==> config.mk <==
export PLATFORM = sky130hd
export DESIGN_NAME = max_heap_priority_sorter
export DESIGN_NICKNAME = d
export VERILOG_FILES = /design/src/sv/mhps_pkg.sv /design/src/sv/max_heap_priority_sorter.sv
export VERILOG_INCLUDE_DIRS = /design/src /design/src/sv
export SDC_FILE = /design/constraint.sdc
export NUM_CORES = 2
export LEC_CHECK = 0
export ABC_AREA = 1
export ABC_CLOCK_PERIOD_IN_PS = 3600
export BUFFER_PORTS_ARGS = -buffer_cell sky130_fd_sc_hd__buf_2
export CAP_MARGIN = 20
export CORE_MARGIN = 1.5
export CORE_UTILIZATION = 35
export CTS_BUF_LIST = sky130_fd_sc_hd__clkbuf_4 sky130_fd_sc_hd__clkbuf_8
export DETAILED_ROUTE_END_ITERATION = 10
export SLEW_MARGIN = 5
export SYNTH_ARGS = -nofsm -noshare
export SYNTH_HDL_FRONTEND = slang
export SYNTH_SLANG_ARGS = --single-unit
==> constraint.sdc <==
create_clock -name i_clk -period 3.6 [get_ports i_clk]
set_input_delay 0.36 -clock i_clk [delete_from_list [all_inputs] [get_ports i_clk]]
set_output_delay 0.36 -clock i_clk [all_outputs]
set_load 0.005 [all_outputs]
==> src/sv/assert_macros.svh <==
// assertion helpers shared by the rtl
`ifndef ASSERT_MACROS_SVH
`define ASSERT_MACROS_SVH

// condition holds at every clock edge out of reset
`define AST_HOLDS(label, clk, rst_n, cond, msg) \
    label: assert property (@(posedge clk) disable iff (!rst_n) (cond)) else $error(msg);

// trigger implies condition on the following edge
`define AST_NEXT(label, clk, rst_n, trig, cond, msg) \
    label: assert property (@(posedge clk) disable iff (!rst_n) (trig) |=> (cond)) else $error(msg);

`endif

==> src/sv/mhps_pkg.sv <==
`timescale 1ns / 1ps
`default_nettype none

package mhps_pkg;

    // store geometry
    localparam int DEPTH  = 32;
    localparam int DATA_W = 32;
    localparam int IDX_W  = $clog2(DEPTH);
    localparam int CNT_W  = $clog2(DEPTH + 1);
    // width for child index compares, holds 2*pos+2
    localparam int CMP_W  = IDX_W + 2;

    // command codes
    localparam logic [1:0] CMD_INSERT = 2'd0;
    localparam logic [1:0] CMD_REMOVE = 2'd1;
    localparam logic [1:0] CMD_SORT   = 2'd2;

    // status codes
    localparam logic [1:0] ST_OK    = 2'd0;
    localparam logic [1:0] ST_FULL  = 2'd1;
    localparam logic [1:0] ST_EMPTY = 2'd2;

    typedef logic [IDX_W-1:0] t_idx;
    typedef logic [CNT_W-1:0] t_cnt;
    typedef logic [CMP_W-1:0] t_cmp;
    typedef logic signed [DATA_W-1:0] t_data;

endpackage

`default_nettype wire

==> src/sv/max_heap_priority_sorter.sv <==
`timescale 1ns / 1ps
`default_nettype none
// insert: walks up one heap level at a time, moving each smaller parent down, then places the value
// remove maximum: latches the root, moves the last entry to the root and sifts it down, one shared compare unit
// sort: (n-1) root extractions, each moving the root to slot k and sifting down, then results out ascending
// one request in flight at a time; the single-read-port heap memory sets the pace
// reset clears the entry count, sequencer and output register; heap memory is not cleared

`include "assert_macros.svh"

module max_heap_priority_sorter
    import mhps_pkg::*;
(
    input  wire logic              i_clk,
    input  wire logic              i_rst_n,
    input  wire logic              i_s_tvalid,
    output logic                   o_s_tready,
    input  wire logic [DATA_W-1:0] i_s_tdata,   // [31:0] value
    input  wire logic [1:0]        i_s_tuser,   // [1:0] cmd
    output logic                   o_m_tvalid,
    input  wire logic              i_m_tready,
    output logic [DATA_W-1:0]      o_m_tdata,   // [31:0] result_value
    output logic [1:0]             o_m_tuser,   // [1:0] status
    output logic                   o_m_tlast
);

    // sequencer states
    localparam logic [3:0] S_IDLE    = 4'd0;
    localparam logic [3:0] S_RESP    = 4'd1;
    localparam logic [3:0] S_UP_RD   = 4'd2;
    localparam logic [3:0] S_UP_CMP  = 4'd3;
    localparam logic [3:0] S_RM_TOP  = 4'd4;
    localparam logic [3:0] S_RM_LAST = 4'd5;
    localparam logic [3:0] S_DN_L    = 4'd6;
    localparam logic [3:0] S_DN_R    = 4'd7;
    localparam logic [3:0] S_DN_CMP  = 4'd8;
    localparam logic [3:0] S_SO_TOP  = 4'd9;
    localparam logic [3:0] S_SO_K    = 4'd10;
    localparam logic [3:0] S_SO_NEXT = 4'd11;
    localparam logic [3:0] S_SW_RD   = 4'd12;
    localparam logic [3:0] S_SW_OUT  = 4'd13;

    // heap memory
    t_data mem [DEPTH];
    t_data r_rd_data;
    logic  wr_en;
    t_idx  wr_addr;
    t_data wr_data;
    t_idx  rd_addr;

    // control and datapath registers
    logic [3:0] r_state, n_state;
    t_cnt  r_count, n_count;
    logic  r_sort, n_sort;
    t_idx  r_pos, n_pos;
    t_cnt  r_n, n_n;
    t_data r_val, n_val;
    t_data r_top, n_top;
    t_data r_best, n_best;
    t_idx  r_best_idx, n_best_idx;
    logic  r_best_gt, n_best_gt;
    t_idx  r_k, n_k;
    t_idx  r_j, n_j;
    t_cnt  r_ntot, n_ntot;
    t_data r_pend_val, n_pend_val;
    logic [1:0] r_pend_st, n_pend_st;
    logic  r_out_valid, n_out_valid;
    t_data r_out_data, n_out_data;
    logic [1:0] r_out_st, n_out_st;
    logic  r_out_last, n_out_last;

    logic  s_acc;
    logic  out_free;
    logic  dn_done;
    t_cmp  lchild;
    t_cmp  rchild;
    t_cmp  n_ext;
    t_idx  parent;
    logic  sw_last;

    assign s_acc    = i_s_tvalid && o_s_tready;
    assign out_free = !r_out_valid || i_m_tready;
    assign lchild   = {1'b0, r_pos, 1'b1};
    assign rchild   = lchild + t_cmp'(1);
    assign n_ext    = t_cmp'(r_n);
    assign parent   = t_idx'((r_pos - t_idx'(1)) >> 1);
    assign sw_last  = (t_cnt'(r_j) + t_cnt'(1)) == r_ntot;

    // memory ports, registered read
    always_ff @(posedge i_clk) begin
        if (wr_en) begin
            mem[wr_addr] <= wr_data;
        end
        r_rd_data <= mem[rd_addr];
    end

    // sequencer and shared compare unit
    always_comb begin
        n_state     = r_state;
        n_count     = r_count;
        n_sort      = r_sort;
        n_pos       = r_pos;
        n_n         = r_n;
        n_val       = r_val;
        n_top       = r_top;
        n_best      = r_best;
        n_best_idx  = r_best_idx;
        n_best_gt   = r_best_gt;
        n_k         = r_k;
        n_j         = r_j;
        n_ntot      = r_ntot;
        n_pend_val  = r_pend_val;
        n_pend_st   = r_pend_st;
        n_out_valid = r_out_valid && !i_m_tready;
        n_out_data  = r_out_data;
        n_out_st    = r_out_st;
        n_out_last  = r_out_last;
        wr_en       = 1'b0;
        wr_addr     = r_pos;
        wr_data     = r_val;
        rd_addr     = r_j;
        dn_done     = 1'b0;

        case (r_state)
            S_IDLE: begin
                if (s_acc) begin
                    case (i_s_tuser)
                        CMD_INSERT: begin
                            if (r_count >= t_cnt'(DEPTH)) begin
                                n_pend_val = '0;
                                n_pend_st  = ST_FULL;
                                n_state    = S_RESP;
                            end else begin
                                n_pos   = r_count[IDX_W-1:0];
                                n_val   = t_data'(i_s_tdata);
                                n_state = S_UP_RD;
                            end
                        end
                        CMD_REMOVE: begin
                            if (r_count == '0) begin
                                n_pend_val = '0;
                                n_pend_st  = ST_EMPTY;
                                n_state    = S_RESP;
                            end else begin
                                rd_addr = '0;
                                n_sort  = 1'b0;
                                n_state = S_RM_TOP;
                            end
                        end
                        CMD_SORT: begin
                            if (r_count == '0) begin
                                n_pend_val = '0;
                                n_pend_st  = ST_EMPTY;
                                n_state    = S_RESP;
                            end else begin
                                n_ntot  = r_count;
                                n_count = '0;
                                n_sort  = 1'b1;
                                n_k     = t_idx'(r_count - t_cnt'(1));
                                n_j     = '0;
                                if (r_count == t_cnt'(1)) begin
                                    n_state = S_SW_RD;
                                end else begin
                                    rd_addr = '0;
                                    n_state = S_SO_TOP;
                                end
                            end
                        end
                        default: begin
                            n_state = S_IDLE;
                        end
                    endcase
                end
            end

            // single result waits for a free output register
            S_RESP: begin
                if (out_free) begin
                    n_out_valid = 1'b1;
                    n_out_data  = r_pend_val;
                    n_out_st    = r_pend_st;
                    n_out_last  = 1'b1;
                    n_state     = S_IDLE;
                end
            end

            // sift up: read parent
            S_UP_RD: begin
                if (r_pos == '0) begin
                    wr_en      = 1'b1;
                    n_count    = r_count + t_cnt'(1);
                    n_pend_val = '0;
                    n_pend_st  = ST_OK;
                    n_state    = S_RESP;
                end else begin
                    rd_addr = parent;
                    n_state = S_UP_CMP;
                end
            end

            // sift up: move parent down or place value
            S_UP_CMP: begin
                if (r_val > r_rd_data) begin
                    wr_en   = 1'b1;
                    wr_data = r_rd_data;
                    n_pos   = parent;
                    n_state = S_UP_RD;
                end else begin
                    wr_en      = 1'b1;
                    n_count    = r_count + t_cnt'(1);
                    n_pend_val = '0;
                    n_pend_st  = ST_OK;
                    n_state    = S_RESP;
                end
            end

            // remove: latch root, fetch last entry
            S_RM_TOP: begin
                n_top   = r_rd_data;
                rd_addr = t_idx'(r_count - t_cnt'(1));
                n_count = r_count - t_cnt'(1);
                n_n     = r_count - t_cnt'(1);
                n_state = S_RM_LAST;
            end

            S_RM_LAST: begin
                n_val   = r_rd_data;
                n_pos   = '0;
                n_state = S_DN_L;
            end

            // sift down: fetch left child, or place value when there is none
            S_DN_L: begin
                if (lchild >= n_ext) begin
                    wr_en   = 1'b1;
                    dn_done = 1'b1;
                end else begin
                    rd_addr = lchild[IDX_W-1:0];
                    n_state = S_DN_R;
                end
            end

            // sift down: compare left child, fetch right child if present
            S_DN_R: begin
                n_best     = r_rd_data;
                n_best_idx = lchild[IDX_W-1:0];
                n_best_gt  = r_rd_data > r_val;
                if (rchild < n_ext) begin
                    rd_addr = rchild[IDX_W-1:0];
                    n_state = S_DN_CMP;
                end else if (r_rd_data > r_val) begin
                    wr_en   = 1'b1;
                    wr_data = r_rd_data;
                    n_pos   = lchild[IDX_W-1:0];
                    n_state = S_DN_L;
                end else begin
                    wr_en   = 1'b1;
                    dn_done = 1'b1;
                end
            end

            // sift down: pick larger child against held value
            S_DN_CMP: begin
                if (r_best_gt ? (r_rd_data > r_best) : (r_rd_data > r_val)) begin
                    wr_en   = 1'b1;
                    wr_data = r_rd_data;
                    n_pos   = rchild[IDX_W-1:0];
                    n_state = S_DN_L;
                end else if (r_best_gt) begin
                    wr_en   = 1'b1;
                    wr_data = r_best;
                    n_pos   = r_best_idx;
                    n_state = S_DN_L;
                end else begin
                    wr_en   = 1'b1;
                    dn_done = 1'b1;
                end
            end

            // sort: latch root, fetch entry k
            S_SO_TOP: begin
                n_top   = r_rd_data;
                rd_addr = r_k;
                n_state = S_SO_K;
            end

            // sort: root goes to slot k, entry k sifts down from root
            S_SO_K: begin
                wr_en   = 1'b1;
                wr_addr = r_k;
                wr_data = r_top;
                n_val   = r_rd_data;
                n_n     = t_cnt'(r_k);
                n_pos   = '0;
                n_state = S_DN_L;
            end

            S_SO_NEXT: begin
                if (r_k == t_idx'(1)) begin
                    n_j     = '0;
                    n_state = S_SW_RD;
                end else begin
                    n_k     = r_k - t_idx'(1);
                    rd_addr = '0;
                    n_state = S_SO_TOP;
                end
            end

            // output sweep, ascending
            S_SW_RD: begin
                n_state = S_SW_OUT;
            end

            S_SW_OUT: begin
                if (out_free) begin
                    n_out_valid = 1'b1;
                    n_out_data  = r_rd_data;
                    n_out_st    = ST_OK;
                    n_out_last  = sw_last;
                    if (sw_last) begin
                        n_state = S_IDLE;
                    end else begin
                        n_j     = r_j + t_idx'(1);
                        n_state = S_SW_RD;
                    end
                end
            end

            default: begin
                n_state = S_IDLE;
            end
        endcase

        // end of a sift down
        if (dn_done) begin
            if (r_sort) begin
                n_state = S_SO_NEXT;
            end else begin
                n_pend_val = r_top;
                n_pend_st  = ST_OK;
                n_state    = S_RESP;
            end
        end
    end

    // control registers
    always_ff @(posedge i_clk) begin
        if (!i_rst_n) begin
            r_state     <= S_IDLE;
            r_count     <= '0;
            r_out_valid <= 1'b0;
        end else begin
            r_state     <= n_state;
            r_count     <= n_count;
            r_out_valid <= n_out_valid;
        end
    end

    // payload registers
    always_ff @(posedge i_clk) begin
        r_sort     <= n_sort;
        r_pos      <= n_pos;
        r_n        <= n_n;
        r_val      <= n_val;
        r_top      <= n_top;
        r_best     <= n_best;
        r_best_idx <= n_best_idx;
        r_best_gt  <= n_best_gt;
        r_k        <= n_k;
        r_j        <= n_j;
        r_ntot     <= n_ntot;
        r_pend_val <= n_pend_val;
        r_pend_st  <= n_pend_st;
        r_out_data <= n_out_data;
        r_out_st   <= n_out_st;
        r_out_last <= n_out_last;
    end

    // ports
    assign o_s_tready = (r_state == S_IDLE);
    assign o_m_tvalid = r_out_valid;
    assign o_m_tdata  = r_out_data;
    assign o_m_tuser  = r_out_st;
    assign o_m_tlast  = r_out_last;

    // checks
    `AST_HOLDS(a_count_bound, i_clk, i_rst_n, r_count <= t_cnt'(DEPTH), "entry count over depth")
    `AST_HOLDS(a_sweep_range, i_clk, i_rst_n, (r_state != S_SW_OUT) || (t_cnt'(r_j) < r_ntot), "sweep index past sorted entries")
    `AST_NEXT(a_sort_clears, i_clk, i_rst_n, s_acc && (i_s_tuser == CMD_SORT), r_count == '0, "sort left entries in heap")

endmodule

`default_nettype wire

==> implementation parameters <==
Parameter                              Value

Outcome
  Run status    complete, but fails checks
  Violated checks    design-rule violations

Synth
  Share of the synthesized area in the top cell type    61.4%
  Net Count, Synth    around 6000
  Yosys warns    0
  Netlist area before placement    0.0581 mm²
  Number of synthesized register bits    approximately 1300
  Synth cell types    40
  Biggest area consumer among synthesized cells    sky130_fd_sc_hd__edfxtp_1
  Cell count after synthesis    5882
  Number of enable-type register cells in the synthesized netlist    1188
  Average cell area after synthesis    9.88 µm²
  Sequential element share of the synthesized area    between 60 and 70%
  Most common flop cell mapped by yosys    sky130_fd_sc_hd__edfxtp_1
  Leading post-synthesis cells by cell area    sky130_fd_sc_hd__edfxtp_1 (61%), sky130_fd_sc_hd__nand2_1 (14%), sky130_fd_sc_hd__nand3_1 (8.9%)
  Share of synthesized registers carrying an async set or reset    0%

Drt
  Vias/cell    5.10
  Drc violations    12
  Starting DRC count in detailed routing    roughly 4300
  Detailed-route wire length    177000 µm
  Via count    43500
  Number of nets with antenna violations after detailed routing    0
  Total iterations of the first detailed-routing run    9
  Wire per inst    a little over 20 µm

Clock tree
  Clock tree from TritonCTS    built
  Clock slew seen by the registers of the worst setup and hold paths    0.06 ns
  Num Clock Sinks    1265
  Clock Path Buffers    3
  TritonCTS Buffers    207
  H-tree Lvls    4
  CTS Root Buffer Type    sky130_fd_sc_hd__clkbuf_8
  Clock network latency to the later pin of the worst-skew pair    0.97 ns

Global routing
  GRT Residual Overflow    0
  Vias in the first global route    41300
  Initial antenna violation count    4
  Total Routing Usage GR    20.6%
  Global-route wire length before repair    262000 µm
  Largest net degree at the start of global routing    112

Floorplanning
  Vert. Die Dim    411 µm
  Number of placement rows    approximately 150
  Initial core utilization    35.2%
  Floorplan core area    between 0.15 and 0.2 mm²
  I/O pin cnt    75
  Area of the die    0.169 mm²
  X dimension of the die    411 µm

Worst setup path
  Crit path top cell by count    sky130_fd_sc_hd__nand2_1
  Critical path startpoint category    flop
  Crit path max-delay family    simple AND/OR/NAND/NOR gates
  Cell with the largest stage delay on the worst path    sky130_fd_sc_hd__dfxtp_1
  Worst Path Required    around 4.2 ns
  Buf+Inv Stages, Crit Path    4
  Worst endpoint data arrival time    4.07 ns
  Cell-by-cell listing of the critical path    buf_4, ha_1, nand2_1, nor2_1, nand4_1, nor4_2, buf_4, nand2_1, nand3_1, nand3_1, nand2_4, nand2_1, buf_12, nand2_1, nand2_1, nand2_1, nand4_1, buf_12
  Worst Path Class, Setup    reg2reg
  Largest stage delay, worst path    0.39 ns
  Critical path peak fanout    32
  Nature of the critical path endpoint    flop

Timing
  # setup viols final    0
  Count of final max-slew check failures    0
  Setup repair after global routing missed its margin    no
  Smallest setup slack after layout    roughly 0.18 ns
  Final critical delay including setup and external delays    roughly 3.4 ns
  Relative slew slack    a little over a quarter
  Post-route clock skew    about 0.065 ns
  Slew at the pin with the worst max-slew slack    1.08 ns
  Period Utilization, post-route    between 90% and 100%
  Highest Clock Rate    around 290 MHz
  Number of endpoints with negative hold slack in the final report    0

Place
  RePlAce Congestion    0.870
  Post-DP HPWL    between 100000 and 150000 µm
  Buffers added on ports    74
  Total cell area at the placement stage    0.0640 mm²
  Post-placement setup slack    between 0.02 and 0.03 ns

Layout
  Share of cells above drive strength 1    13.0%
  Synth-to-layout area growth    18.7%
  Final-stage net count    6276
  Final instance area    0.0690 mm²
  Most common cell after layout, fill and taps aside    sky130_fd_sc_hd__nand2_1
  Commonest non-fill, non-tap cells in the layout    sky130_fd_sc_hd__nand2_1 (2096), sky130_fd_sc_hd__edfxtp_1 (1188), sky130_fd_sc_hd__nand3_1 (1035), sky130_fd_sc_hd__inv_1 (428), sky130_fd_sc_hd__clkbuf_8 (230)

Job
  Count of maximum capacitance violations    0

Min path
  Type of the most critical hold path    in2reg

Pwr
  Leakage power total    between 20 and 30 nW
  Pwr dens    995 mW/mm²
  Peak supply drop    0.869 mV
==> Yosys cell counts (2+ instances only) <==
master / number
sky130_fd_sc_hd__nand2_2: 3
sky130_fd_sc_hd__nand4_1: 49
sky130_fd_sc_hd__inv_2: 8
sky130_fd_sc_hd__buf_2: 254
sky130_fd_sc_hd__o221ai_1: 3
sky130_fd_sc_hd__a21oi_1: 63
sky130_fd_sc_hd__o211ai_1: 37
sky130_fd_sc_hd__nand2_4: 2
sky130_fd_sc_hd__clkbuf_1: 74
sky130_fd_sc_hd__o2111ai_1: 3
sky130_fd_sc_hd__a211oi_1: 5
sky130_fd_sc_hd__xor2_1: 13
sky130_fd_sc_hd__inv_1: 432
sky130_fd_sc_hd__buf_4: 9
sky130_fd_sc_hd__nand3b_1: 99
sky130_fd_sc_hd__nor2_4: 2
sky130_fd_sc_hd__nor2_2: 4
sky130_fd_sc_hd__nor3_1: 15
sky130_fd_sc_hd__a21o_1: 2
sky130_fd_sc_hd__o21a_1: 3
sky130_fd_sc_hd__nor2_1: 136
sky130_fd_sc_hd__ha_1: 87
sky130_fd_sc_hd__xnor2_1: 3
sky130_fd_sc_hd__o21ai_0: 139
sky130_fd_sc_hd__buf_6: 2
sky130_fd_sc_hd__or2_2: 3
sky130_fd_sc_hd__dfxtp_1: 77
sky130_fd_sc_hd__nand3_1: 1038
sky130_fd_sc_hd__o21bai_1: 2
sky130_fd_sc_hd__o31ai_1: 2
sky130_fd_sc_hd__nand2_1: 2101
sky130_fd_sc_hd__o22ai_1: 4
sky130_fd_sc_hd__buf_1: 11
sky130_fd_sc_hd__edfxtp_1: 1188
sky130_fd_sc_hd__nor4_1: 3
sky130_fd_sc_hd__a31oi_1: 2
==> metal layers <==
| layer | track usage, % | part of all wire, % | vias up | wire length, µm |
|---|---|---|---|---|
| li1 | - | - | 20500 | - |
| met1 | 27.8 | 42 | 21000 | 75100 |
| met2 | 33.0 | 47 | 1653 | 82500 |
| met3 | 4.08 | 7.9 | 301 | 14000 |
| met4 | 6.70 | 2.9 | 0 | 5190 |
| met5 | 0 | 0 | - | 0 |
==> registers in the layout, summed over array words and instances (netlist names) <==
signal,flops
mem,1024
o_m_tdata,32
r_best,32
r_pend_val,32
r_rd_data,32
r_top,32
r_val,32
r_count,6
r_n,6
r_ntot,6
r_j,5
r_k,5
r_pos,5
r_best_idx,4
r_state,4
o_m_tuser,2
r_pend_st,2
o_m_tlast,1
o_m_tvalid,1
r_best_gt,1
r_sort,1
==> per-stage QoR <==
| stage | TNS [ns] | hold WS [ns] | std cells | total power, W | utilization (%) |
|---|---|---|---|---|---|
| after floorplan | -221.93 | 0.403 | 5882 | 0.0415 | - |
| after global placement | 0 | 0.455 | 8083 | 0.0546 | 38.8 |
| after detailed placement | 0 | 0.460 | 8083 | 0.0548 | 38.8 |
| after CTS | 0 | 0.141 | 8507 | 0.0680 | 41.7 |
| after global routing | 0 | 0.202 | 8521 | 0.0732 | 41.8 |
| final | 0 | 0.247 | 8521 | 0.0687 | 41.8 |
==> cell type report <==
class                           count  area, µm²
Multi-Input combinational cell   3828      18000
Timing Repair Buffer              409       4980
Tap cell                         2189       2740
Inverter                          440       1670
Fill cell                       15600      96000
Antenna cell                        3       7.51
Sequential cell                  1265      37200
Clock buffer                      305       3730
Clock inverter                     82        618
==> timing repair <==
item / CTS / global route
hold endpoints to repair: 51 / 0
setup endpoints to repair: 87 / 1045
setup buffers: 0 / 7
gates cloned: 0 / 4
pin swaps: 0 / 3
gates resized for setup: 3 / 38
hold buffers: 37 / 0
==> power breakdown <==
part	internal (W)	switching, W
Clock	0.00701	0.00602
Sequential	0.0191	0.000906
Combinational	0.0117	0.0239
==> cells by family (layout without fill, tap and decap cells) <==
kind of cell | after synthesis | count (layout) | synth area share, %
AND/OR/NAND/NOR | 3456 | 3457 | 25.5
buffers and inverters | 790 | 1236 | 5.73
XOR/XNOR | 16 | 16 | 0.241
flip-flops | 1265 | 1265 | 64.0
AO/OA/AOI/OAI | 268 | 268 | 2.60
adder cells (fa/ha/maj) | 87 | 87 | 1.87
other | 0 | 3 | 0
==> path summary, 6_finish.rpt <==
kind / startpoint / endpoint / slack (ns) / cells after the start
max: r_rd_data[31]$_DFF_P_ / mem[1][25]$_DFFE_PP_ / 0.18 / 18
min: i_s_tdata[10] / r_val[10]$_DFFE_PP_ / 0.25 / 4
max reg2reg: r_rd_data[31]$_DFF_P_ / mem[1][25]$_DFFE_PP_ / 0.18 / 18
min reg2reg: r_top[28]$_DFFE_PP_ / r_pend_val[28]$_DFF_P_ / 0.47 / 2
==> worst min-delay path, delay by kind of cell <==
family	cells	cell delay (ns)
buffers and inverters	2	0.62
AO/OA/AOI/OAI	1	0.06
AND/OR/NAND/NOR	1	0.05
Note: power is estimated with default switching activity, not from simulation.
